### config.mk
export PLATFORM = sky130hd
export DESIGN_NAME = max_heap_priority_queue
export DESIGN_NICKNAME = d
export VERILOG_FILES = /design/src/hw/rtl/mhpq_pkg.sv /design/src/hw/rtl/mhpq_core.sv /design/src/hw/rtl/max_heap_priority_queue.sv
export SDC_FILE = /design/constraint.sdc
export NUM_CORES = 2
export LEC_CHECK = 0
export ABC_CLOCK_PERIOD_IN_PS = 14200
export BUFFER_PORTS_ARGS = -buffer_cell sky130_fd_sc_hd__buf_2
export CAP_MARGIN = 10
export CORE_AREA = 4 4 464 466
export CTS_CLUSTER_SIZE = 40
export DETAILED_ROUTE_END_ITERATION = 10
export DIE_AREA = 0 0 468 470
export PLACE_DENSITY = 0.65
export SLEW_MARGIN = 40
export SYNTH_ARGS = -nofsm -noshare
export SYNTH_HDL_FRONTEND = slang
export SYNTH_SLANG_ARGS = --single-unit
### constraint.sdc
create_clock -name i_clk -period 14.2 [get_ports i_clk]
set_input_delay 1.42 -clock i_clk [delete_from_list [all_inputs] [get_ports i_clk]]
set_output_delay 1.42 -clock i_clk [all_outputs]
set_load 0.05 [all_outputs]
### src/hw/rtl/mhpq_pkg.sv
`default_nettype none
// ----------------------------------------------------------------------------
// mhpq_pkg
// Types and constants shared by the max-heap priority queue modules.
// ----------------------------------------------------------------------------
package mhpq_pkg;

    localparam int CAPACITY = 64;
    localparam int ADDR_W   = $clog2(CAPACITY);
    localparam int CNT_W    = $clog2(CAPACITY + 1);
    localparam int IDX_W    = CNT_W + 1;
    localparam int OCC_W    = 7;

    localparam logic CMD_INSERT  = 1'b0;
    localparam logic CMD_EXTRACT = 1'b1;

    typedef enum logic [1:0] {
        ST_OK    = 2'd0,
        ST_FULL  = 2'd1,
        ST_EMPTY = 2'd2
    } t_status;

    typedef enum logic [2:0] {
        S_IDLE,
        S_UP,
        S_PUT,
        S_EXT,
        S_DN,
        S_DONE
    } t_heap_state;

    typedef struct packed {
        logic        command;
        logic [15:0] priority_req;
        logic [15:0] tag;
    } t_in_item;

    typedef struct packed {
        logic [15:0]      out_priority;
        logic [15:0]      out_tag;
        t_status          status;
        logic [OCC_W-1:0] occupancy;
    } t_out_item;

    typedef struct packed {
        logic [15:0] prio;
        logic [15:0] tag;
    } t_entry;

    typedef struct packed {
        logic idle;
        logic done;
    } t_core_stat;

endpackage
`default_nettype wire

### src/hw/rtl/mhpq_core.sv
`default_nettype none
// ----------------------------------------------------------------------------
// mhpq_core
// Heap store and sequencer: sift-up on insert, sift-down on extract.
// ----------------------------------------------------------------------------
module mhpq_core (
    input  wire                   i_clk,
    input  wire                   i_rst_n,
    input  wire                   i_start,
    input  mhpq_pkg::t_in_item    i_item,
    input  wire                   i_ack,
    output mhpq_pkg::t_core_stat  o_stat,
    output mhpq_pkg::t_out_item   o_result
);

    localparam int ADDR_W = mhpq_pkg::ADDR_W;
    localparam int CNT_W  = mhpq_pkg::CNT_W;
    localparam int IDX_W  = mhpq_pkg::IDX_W;

    mhpq_pkg::t_entry r_mem [mhpq_pkg::CAPACITY];
    mhpq_pkg::t_entry r_rd_a;
    mhpq_pkg::t_entry r_rd_b;

    mhpq_pkg::t_heap_state r_state, n_state;
    logic [CNT_W-1:0]      r_count, n_count;
    logic [ADDR_W-1:0]     r_pos, n_pos;
    mhpq_pkg::t_entry      r_cur, n_cur;
    logic [15:0]           r_res_prio, n_res_prio;
    logic [15:0]           r_res_tag, n_res_tag;
    mhpq_pkg::t_status     r_status, n_status;

    logic                  w_we;
    logic [ADDR_W-1:0]     w_wa;
    mhpq_pkg::t_entry      w_wd;
    logic [ADDR_W-1:0]     w_ra_a;
    logic [ADDR_W-1:0]     w_ra_b;

    logic [ADDR_W-1:0]     w_par;
    logic [IDX_W-1:0]      w_left;
    logic [IDX_W-1:0]      w_right;
    logic                  w_pick_l;
    logic                  w_pick_r;
    logic [15:0]           w_best_prio;
    logic [ADDR_W-1:0]     w_child;
    logic [IDX_W-1:0]      w_child_l;

    always_ff @(posedge i_clk) begin
        if (w_we) begin
            r_mem[w_wa] <= w_wd;
        end
        r_rd_a <= r_mem[w_ra_a];
        r_rd_b <= r_mem[w_ra_b];
    end

    assign w_par       = ADDR_W'((r_pos - 1'b1) >> 1);
    assign w_left      = (IDX_W'(r_pos) << 1) + IDX_W'(1);
    assign w_right     = (IDX_W'(r_pos) << 1) + IDX_W'(2);
    assign w_pick_l    = (w_left < IDX_W'(r_count)) && (r_rd_a.prio > r_cur.prio);
    assign w_best_prio = w_pick_l ? r_rd_a.prio : r_cur.prio;
    assign w_pick_r    = (w_right < IDX_W'(r_count)) && (r_rd_b.prio > w_best_prio);
    assign w_child     = w_pick_r ? w_right[ADDR_W-1:0] : w_left[ADDR_W-1:0];
    assign w_child_l   = (IDX_W'(w_child) << 1) + IDX_W'(1);

    always_comb begin
        n_state    = r_state;
        n_count    = r_count;
        n_pos      = r_pos;
        n_cur      = r_cur;
        n_res_prio = r_res_prio;
        n_res_tag  = r_res_tag;
        n_status   = r_status;
        w_we       = 1'b0;
        w_wa       = r_pos;
        w_wd       = r_cur;
        w_ra_a     = w_par;
        w_ra_b     = w_par;
        unique case (r_state)
            mhpq_pkg::S_IDLE: begin
                if (i_start) begin
                    n_res_prio = '0;
                    n_res_tag  = '0;
                    n_status   = mhpq_pkg::ST_OK;
                    if (i_item.command == mhpq_pkg::CMD_INSERT) begin
                        if (r_count == CNT_W'(mhpq_pkg::CAPACITY)) begin
                            n_status = mhpq_pkg::ST_FULL;
                            n_state  = mhpq_pkg::S_DONE;
                        end else begin
                            n_count = r_count + 1'b1;
                            n_cur   = '{prio: i_item.priority_req, tag: i_item.tag};
                            n_pos   = r_count[ADDR_W-1:0];
                            w_ra_a  = ADDR_W'((r_count[ADDR_W-1:0] - 1'b1) >> 1);
                            if (r_count == '0) begin
                                w_we    = 1'b1;
                                w_wa    = '0;
                                w_wd    = n_cur;
                                n_state = mhpq_pkg::S_DONE;
                            end else begin
                                n_state = mhpq_pkg::S_UP;
                            end
                        end
                    end else begin
                        if (r_count == '0) begin
                            n_status = mhpq_pkg::ST_EMPTY;
                            n_state  = mhpq_pkg::S_DONE;
                        end else begin
                            n_count = r_count - 1'b1;
                            w_ra_a  = '0;
                            w_ra_b  = ADDR_W'(r_count - 1'b1);
                            n_state = mhpq_pkg::S_EXT;
                        end
                    end
                end
            end
            mhpq_pkg::S_UP: begin
                w_we = 1'b1;
                if (r_cur.prio > r_rd_a.prio) begin
                    w_wd   = r_rd_a;
                    n_pos  = w_par;
                    w_ra_a = ADDR_W'((w_par - 1'b1) >> 1);
                    if (w_par == '0) begin
                        n_state = mhpq_pkg::S_PUT;
                    end
                end else begin
                    n_state = mhpq_pkg::S_DONE;
                end
            end
            mhpq_pkg::S_PUT: begin
                w_we    = 1'b1;
                n_state = mhpq_pkg::S_DONE;
            end
            mhpq_pkg::S_EXT: begin
                n_res_prio = r_rd_a.prio;
                n_res_tag  = r_rd_a.tag;
                n_cur      = r_rd_b;
                n_pos      = '0;
                w_ra_a     = ADDR_W'(1);
                w_ra_b     = ADDR_W'(2);
                if (r_count == '0) begin
                    n_state = mhpq_pkg::S_DONE;
                end else begin
                    n_state = mhpq_pkg::S_DN;
                end
            end
            mhpq_pkg::S_DN: begin
                w_we   = 1'b1;
                w_ra_a = w_child_l[ADDR_W-1:0];
                w_ra_b = ADDR_W'(w_child_l + IDX_W'(1));
                if (w_pick_r) begin
                    w_wd  = r_rd_b;
                    n_pos = w_child;
                end else if (w_pick_l) begin
                    w_wd  = r_rd_a;
                    n_pos = w_child;
                end else begin
                    n_state = mhpq_pkg::S_DONE;
                end
            end
            mhpq_pkg::S_DONE: begin
                if (i_ack) begin
                    n_state = mhpq_pkg::S_IDLE;
                end
            end
            default: begin
                n_state = mhpq_pkg::S_IDLE;
            end
        endcase
    end

    always_ff @(posedge i_clk) begin
        if (!i_rst_n) begin
            r_state <= mhpq_pkg::S_IDLE;
            r_count <= '0;
        end else begin
            r_state <= n_state;
            r_count <= n_count;
        end
        r_pos      <= n_pos;
        r_cur      <= n_cur;
        r_res_prio <= n_res_prio;
        r_res_tag  <= n_res_tag;
        r_status   <= n_status;
    end

    assign o_stat.idle           = (r_state == mhpq_pkg::S_IDLE);
    assign o_stat.done           = (r_state == mhpq_pkg::S_DONE);
    assign o_result.out_priority = r_res_prio;
    assign o_result.out_tag      = r_res_tag;
    assign o_result.status       = r_status;
    assign o_result.occupancy    = mhpq_pkg::OCC_W'(r_count);

`ifndef ASSERT_OFF
    a_count_bound: assert property (@(posedge i_clk) disable iff (!i_rst_n)
        r_count <= CNT_W'(mhpq_pkg::CAPACITY))
        else $error("entry count above capacity");

    a_no_write_done: assert property (@(posedge i_clk) disable iff (!i_rst_n)
        (r_state == mhpq_pkg::S_DONE || r_state == mhpq_pkg::S_EXT) |-> !w_we)
        else $error("heap write outside a sift step");

    a_ack_idle: assert property (@(posedge i_clk) disable iff (!i_rst_n)
        (r_state == mhpq_pkg::S_DONE && i_ack) |=> (r_state == mhpq_pkg::S_IDLE))
        else $error("result transfer did not return to idle");

    a_extract_count: assert property (@(posedge i_clk) disable iff (!i_rst_n)
        (r_state == mhpq_pkg::S_IDLE && i_start &&
         i_item.command == mhpq_pkg::CMD_EXTRACT && r_count != '0)
        |=> (r_count == $past(r_count) - 1'b1))
        else $error("extract did not shrink the heap by one");
`endif

endmodule
`default_nettype wire

### src/hw/rtl/max_heap_priority_queue.sv
`default_nettype none
// ----------------------------------------------------------------------------
// max_heap_priority_queue
// Binary max-heap priority queue with insert and extract commands.
// ----------------------------------------------------------------------------
// Channel | Direction | Handshake              | Payload
// in      | input     | i_in_valid, o_in_stall | i_in_item  (t_in_item)
// out     | output    | o_out_valid, i_out_stall | o_out_item (t_out_item)
//
// The sift loop costs one cycle per tree level, set by the heap memory read.
// One item is in work at a time; o_in_stall is high until its result is held.
// Reset empties the queue at once; the heap memory needs no clearing pass.
// The result register lets the next item start while the last result waits.
// ----------------------------------------------------------------------------
module max_heap_priority_queue (
    input  wire                  i_clk,
    input  wire                  i_rst_n,
    input  wire                  i_in_valid,
    output logic                 o_in_stall,
    input  mhpq_pkg::t_in_item   i_in_item,
    output logic                 o_out_valid,
    input  wire                  i_out_stall,
    output mhpq_pkg::t_out_item  o_out_item
);

    mhpq_pkg::t_core_stat w_stat;
    mhpq_pkg::t_out_item  w_result;
    logic                 w_load;
    logic                 r_out_valid, n_out_valid;
    mhpq_pkg::t_out_item  r_out_item;

    mhpq_core u_core (
        .i_clk    (i_clk),
        .i_rst_n  (i_rst_n),
        .i_start  (i_in_valid && w_stat.idle),
        .i_item   (i_in_item),
        .i_ack    (w_load),
        .o_stat   (w_stat),
        .o_result (w_result)
    );

    assign w_load      = w_stat.done && (!r_out_valid || !i_out_stall);
    assign n_out_valid = w_load || (r_out_valid && i_out_stall);

    always_ff @(posedge i_clk) begin
        if (!i_rst_n) begin
            r_out_valid <= 1'b0;
        end else begin
            r_out_valid <= n_out_valid;
        end
        if (w_load) begin
            r_out_item <= w_result;
        end
    end

    assign o_in_stall  = !w_stat.idle;
    assign o_out_valid = r_out_valid;
    assign o_out_item  = r_out_item;

endmodule
`default_nettype wire

== Word-level counts from Yosys, hierarchy flattened ==
Memory sizes are Yosys's and may differ from the RTL's. A register that Yosys moved wholly into a read port is not among the register bits.
Cells that the tools add are included.
Widths: inputs -> output; s select.

* Flip-flop bits (word level): 124
* Bits in writable memories: 2048
* Input bits: 37
* Output and inout bits: 43
* Word-level logic and storage cells: 131
* Memories kept: 1

* Add/subtract/negate cells: 9
* Magnitude comparators: 5
* Equality and inequality tests: 17
* Muxes and demuxes: 64
* Reduce and logical (&&, ||, !) cells: 22

{| class="wikitable"
|+ Memories
! memory !! words !! bits a word !! read ports !! clocked after memory_dff !! wr ports !! line !! source
|-
| u_core.r_mem || 64 || 32 || 2 || 2 || 1 || mhpq_core.sv:20 || <nowiki>mhpq_pkg::t_entry r_mem [mhpq_pkg::CAPACITY];</nowiki>
|}

{| class="wikitable"
|+ Operator list
! operator !! number
|-
| $mux 32 || 10
|-
| $mux 6 || 17
|-
| $pmux 32 s3 || 1
|-
| $pmux 16 s2 || 2
|-
| $pmux 32 s2 || 1
|-
| $gt 16x16->1 || 3
|-
| $pmux 6 s4 || 2
|-
| $mux 16 || 2
|-
| $mux 3 || 10
|-
| $mux 7 || 3
|-
| $pmux 3 s6 || 1
|-
| $pmux 6 s3 || 1
|-
| $lt 8x7->1 || 2
|-
| $mux 5 || 3
|-
| $add 6x1->6 const B || 2
|-
| $ne 2x2->1 const B || 6
|-
| $sub 6x1->6 const B || 2
|-
| $add 7x1->8 const B || 1
|-
| $add 7x2->8 const B || 1
|-
| $mux 1 || 8
|-
| $reduce_and 4->1 || 2
|-
| $add 7x1->7 const B || 1
|-
| $eq 7x7->1 const B || 1
|-
| $logic_not 7->1 || 1
|-
| 21 further kinds || 34
|}

== Depth between registers and ports, before layout ==
* Depth in word-level cells: 10
* Depth in mapped cells: 32
* Depth with buffers taken out: 26

== Cells and area by module ==
Synthesis repeated with hierarchy kept, for this count alone.

* Cells, all modules: 8020
* Area total of the unflattened synthesis: 105346.0 sq um

{| class="wikitable"
|+ Modules (own cells, without submodules)
! module !! times used !! cells each !! area each (sq um) !! sequential area each (sq um)
|-
| mhpq_core || 1 || 7973 || 104066.1 || 65142.5
|-
| max_heap_priority_queue || 1 || 47 || 1280.0 || 1251.2
|}

== Least setup slack after synthesis ==
Ideal clock, no wire load.

* Kind: register to register
* Start: register u_core.r_count[2]
* End: memory u_core.r_mem[0][2] in the netlist's numbering (data pin)
* Library setup time: 702 ps
* Arrival time: 7602 ps
* Required time: 13498 ps
* Setup slack: 5896 ps
* Cell stages (with the launch flop): 24
* Path buffers: 4
* Cell sequence: dfxtp_1 -> buf_2 -> inv_1 -> ha_1 -> nor2b_1 -> o21a_1 -> o21a_1 -> o21ai_0 -> nand2b_1 -> a211oi_1 -> clkbuf_1 -> clkbuf_1 -> mux2i_1 -> ha_1 -> nand3_1 -> nor4_1 -> o21ai_0 -> o211ai_2 -> and2_1 -> inv_1 -> nor2_1 -> clkbuf_1 -> a221oi_1 -> o21ai_0

{| class="wikitable"
|+ RTL lines
! item !! line !! source
|-
| start: declaration || mhpq_core.sv:25 || <nowiki>logic [CNT_W-1:0] r_count, n_count;</nowiki>
|-
| start signal: assignment || mhpq_core.sv:175 || <nowiki>r_count <= n_count;</nowiki>
|-
| end: declaration || mhpq_core.sv:20 ||
|}

== Final worst setup path ==
* Start: register u_core.r_count[2]
* End: register, netlist name u_core.r_rd_a[16]

* Longest elaborated chain between the ends: 8
* Elaborated cells on any way between the ends: 16
* Classes of those cells: 2 x add/sub; 3 x order compare; 1 x eq/ne; 7 x mux; 3 x reduce/logical

{| class="wikitable"
|+ Ends and longest elaborated chain
! item !! line !! source
|-
| $lt 8x7->1 || mhpq_core.sv:58 || <nowiki>assign w_pick_l = (w_left < IDX_W'(r_count)) && (r_rd_a.prio > r_cur.prio);</nowiki>
|-
| $logic_and 1x1->1 || mhpq_core.sv:58 ||
|-
| $mux 16 || mhpq_core.sv:59 || <nowiki>assign w_best_prio = w_pick_l ? r_rd_a.prio : r_cur.prio;</nowiki>
|-
| $gt 16x16->1 || mhpq_core.sv:60 || <nowiki>assign w_pick_r = (w_right < IDX_W'(r_count)) && (r_rd_b.prio > w_best_prio);</nowiki>
|-
| $logic_and 1x1->1 || mhpq_core.sv:60 ||
|-
| $mux 6 || mhpq_core.sv:61 || <nowiki>assign w_child = w_pick_r ? w_right[ADDR_W-1:0] : w_left[ADDR_W-1:0];</nowiki>
|-
| $add 6x1->6 || mhpq_core.sv:62 || <nowiki>assign w_child_l = (IDX_W'(w_child) << 1) + IDX_W'(1);</nowiki>
|-
| $pmux 6 s4 * || mhpq_core.sv:77 || <nowiki>unique case (r_state)</nowiki>
|}

Every way passes the cells marked *; elsewhere a longest branch is shown, timed or not.
A chain may end at the register's enable or synchronous reset.

==> results.yml <==
status:
  outcome: "completed"
global_route:
  groute.usage.overall: 0.349
  antenna_found_initial: 23
  grt_pass1_wl_mm: 550
  globalRoute.busiestLayer: "met2"
  grt-ovfl-total: 0
  met2_usage: 0.507
  grt.met3_usage: 0.113
  grt_start_max_net_pins: 140
  met1_usage: 0.474
  grt_pass1_vias: 73400
min_path:
  holdPathEnd: "o_out_item[22]$_DFFE_PP_"
  min_from: "u_core.r_res_tag[13]$_SDFFCE_PN0P_"
  min_path_type: "flop to flop"
  hold_depth: 0
floorplanning:
  fp.dieW_um: 468
  core_um2: 211000
  die-area_um2: 220000
  start_util: 0.499
  die_y_um: 470
  rows: 169
  io-pin-count: 80
layout:
  final_core_util: 0.554
  drive_gt1_frac: 0.103
  syn2layout_area_growth_pct: 11.1
  layout.cells.non_filler: 11200
  nets: 8209
clock_network:
  cts_buffers: 219
  clk_path_buf_depth: 3
  h-tree-depth: 4
  cts_root_buf: "clkbuf_16"
  cts_resized: 0
  clkTransAtPathRegs_ns: 0.07
  clkLatencyLatePin_ns: 0.90
  postCtsSetupBuffers: 0
  cts_tree: "built"
  holdBufCountCts: 0
  clock-sinks: 2236
synth:
  yosys.area.top_type: "edfxtp_1"
  yosysWarnings: 0
  synth_top_area_share: 0.616
  synth_common_cells: "edfxtp_1 (2161), nand2_1 (1539), mux2i_1 (1379), o22ai_1 (442), nand3_1 (355)"
  ys_seq_elements: 2236
  syn_inst: 8186
  synth_most_common_cell: "edfxtp_1"
  synth_area_um2: 105000
  async_reset_ff_frac: 0
  ys_seq_area_frac: 0.630
  synthDistinctLibCells: 83
  avgSynthCellArea_um2: 12.9
  synth_ff_type: "edfxtp_1"
  yosys-top-cells-area: "edfxtp_1 (62%), mux2i_1 (13%), nand2_1 (5.5%), a32oi_1 (2.7%), o22ai_1 (2.6%)"
  synth-edff-count: 2161
  synth_fp_nets: 8274
worst_setup_path:
  regToRegStartpoint: "u_core.r_count[2]$_SDFFE_PN0P_"
  path_max_fanout: 38
  reg2reg_slack_ns: 4.31
  r2r_end: "u_core.r_rd_a[16]$_DFF_P_"
  critical_path_class: "flop to flop"
  cp-start-kind: "flop"
  endpoint_kind: "flop"
  arrival_ns: 10.57
  cp.required_ns: 14.87
  rr_worst_depth: 27
job:
  maxCapViolations: 0
sta:
  maxSlewViolCount: 0
  worst_slew_pin_slew_ns: 0.952
  hold_violations: 0
  finalSetupViolCount: 0
  rsz0062_at_grt: "false"
  relSlewSlack: 0.365
  finalCritPeriodShare: 0.697
  max_freq_mhz: 101
  timing.final.crit_period_ns: 9.89
  skew_ns: 0.0373
  timing.final.ws_setup_ns: 4.31
  finalSetupTns_ns: 0
routing:
  drtAntennaViolNets: 0
  dr.pass1.iters: 9
  wl_per_cell_um: 35.6
  vias_per_cell: 7.08
  wl_mm: 396
  drc: 0
  drt_iter0_markers: 13700
  num_vias: 78900
placed_design:
  dpl.hpwl_mm: 225
  gp_congestion: 0.944
  dpl.cell_count: 10700
  port_buffers: 79
  pre_cts_slack_ns: 4.72
==> cells in the final DEF, fill, tap and decap left out, types with 70 or more instances in the layout <==
cell type	netlist	layout
a21oi_1	125	125
dfxtp_1	75	74
nand4_1	108	108
nand2_1	1539	1528
o21ai_0	85	79
o22ai_1	442	442
buf_2	267	80
buf_4	65	200
a31oi_1	86	80
a32oi_1	320	320
edfxtp_1	2161	2161
nor2_4	1	70
and3_1	78	76
nand3_1	355	353
clkbuf_16	0	227
mux2i_1	1379	1379
==> state kept, by name (all words and copies together) (netlist names) <==
| register | cells |
|---|---|
| u_core.r_rd_a | 32 |
| u_core.r_cur | 32 |
| u_core.r_res_prio | 16 |
| u_core.r_state | 3 |
| u_core.r_mem | 2048 |
| u_core.r_res_tag | 16 |
| o_out_item | 41 |
| u_core.r_status | 2 |
| u_core.r_pos | 6 |
| o_out_valid | 1 |
| u_core.r_count | 7 |
| u_core.r_rd_b | 32 |
==> worst max path at each step <==
stage,startpoint,end,cells after the start
3_5_place_dp,u_core.r_count[2]$_SDFFE_PN0P_,u_core.r_rd_a[16]$_DFF_P_,27
5_1_grt,u_core.r_count[2]$_SDFFE_PN0P_,u_core.r_rd_a[16]$_DFF_P_,27
4_1_cts,u_core.r_count[2]$_SDFFE_PN0P_,u_core.r_rd_a[16]$_DFF_P_,27
3_3_place_gp,u_core.r_count[2]$_SDFFE_PN0P_,u_core.r_rd_a[16]$_DFF_P_,26
2_1_floorplan,u_core.r_count[2]$_SDFFE_PN0P_,u_core.r_mem[0][2]$_DFFE_PP_,23
6_report,u_core.r_count[2]$_SDFFE_PN0P_,u_core.r_rd_a[16]$_DFF_P_,27
==> metrics by stage <==
stage	area [µm²]	hold slack [ns]
final	117000	0.422
after global routing	117000	0.429
after CTS	117000	0.422
after detailed placement	110000	0.405
after global placement	109000	0.406
after floorplan	105000	0.400
==> area by class of cell <==
cell class / instances / area, µm²
Sequential cell: 2236 / 66400
Fill cell: 16800 / 94200
Antenna cell: 18 / 45.0
Clock buffer: 296 / 6070
Timing Repair Buffer: 349 / 3050
Tap cell: 2821 / 3530
Multi-Input combinational cell: 5270 / 36800
Inverter: 45 / 169
Clock inverter: 116 / 973
==> routing by layer <==
layer,wire length [µm],share of wire,up-vias
met5,259,0.00065,-
met2,169000,0.43,6648
met1,145000,0.37,39200
li1,-,-,31800
met4,21600,0.054,14
met3,60600,0.15,1260
==> logic make-up after synthesis <==
kind of cell,share of synthesized area
adder cells (fa/ha/maj),0.00606
AND/OR/NAND/NOR,0.0957
multiplexers,0.133
buffers and inverters,0.0313
AO/OA/AOI/OAI,0.102
flip-flops,0.630
XOR/XNOR,0.00223
==> critical path, stage by stage, from the launching register on <==
cell and delay [ns]:
dfxtp_1 0.61, inv_1 0.20, ha_1 0.31, nor2b_1 0.13, o21a_1 0.16, o21a_1 0.16
o21ai_0 0.14, nand2b_1 0.13, a211oi_4 0.75, buf_4 0.35, mux2i_1 0.30, ha_1 0.19
nand3_1 0.16, nor4_1 0.55, o21ai_0 0.26, o211ai_2 0.27, and2_1 0.27, inv_1 0.14
ha_1 0.37, o221ai_1 0.23, a21oi_1 0.34, or4_4 0.51, buf_4 0.73, buf_4 0.80
o22a_1 0.22, o221ai_1 0.13, o31ai_1 0.78, o2111ai_1 0.33
Power is not shown: default switching activity piles up to over one toggle a cycle in this logic, so the estimate is an artifact.
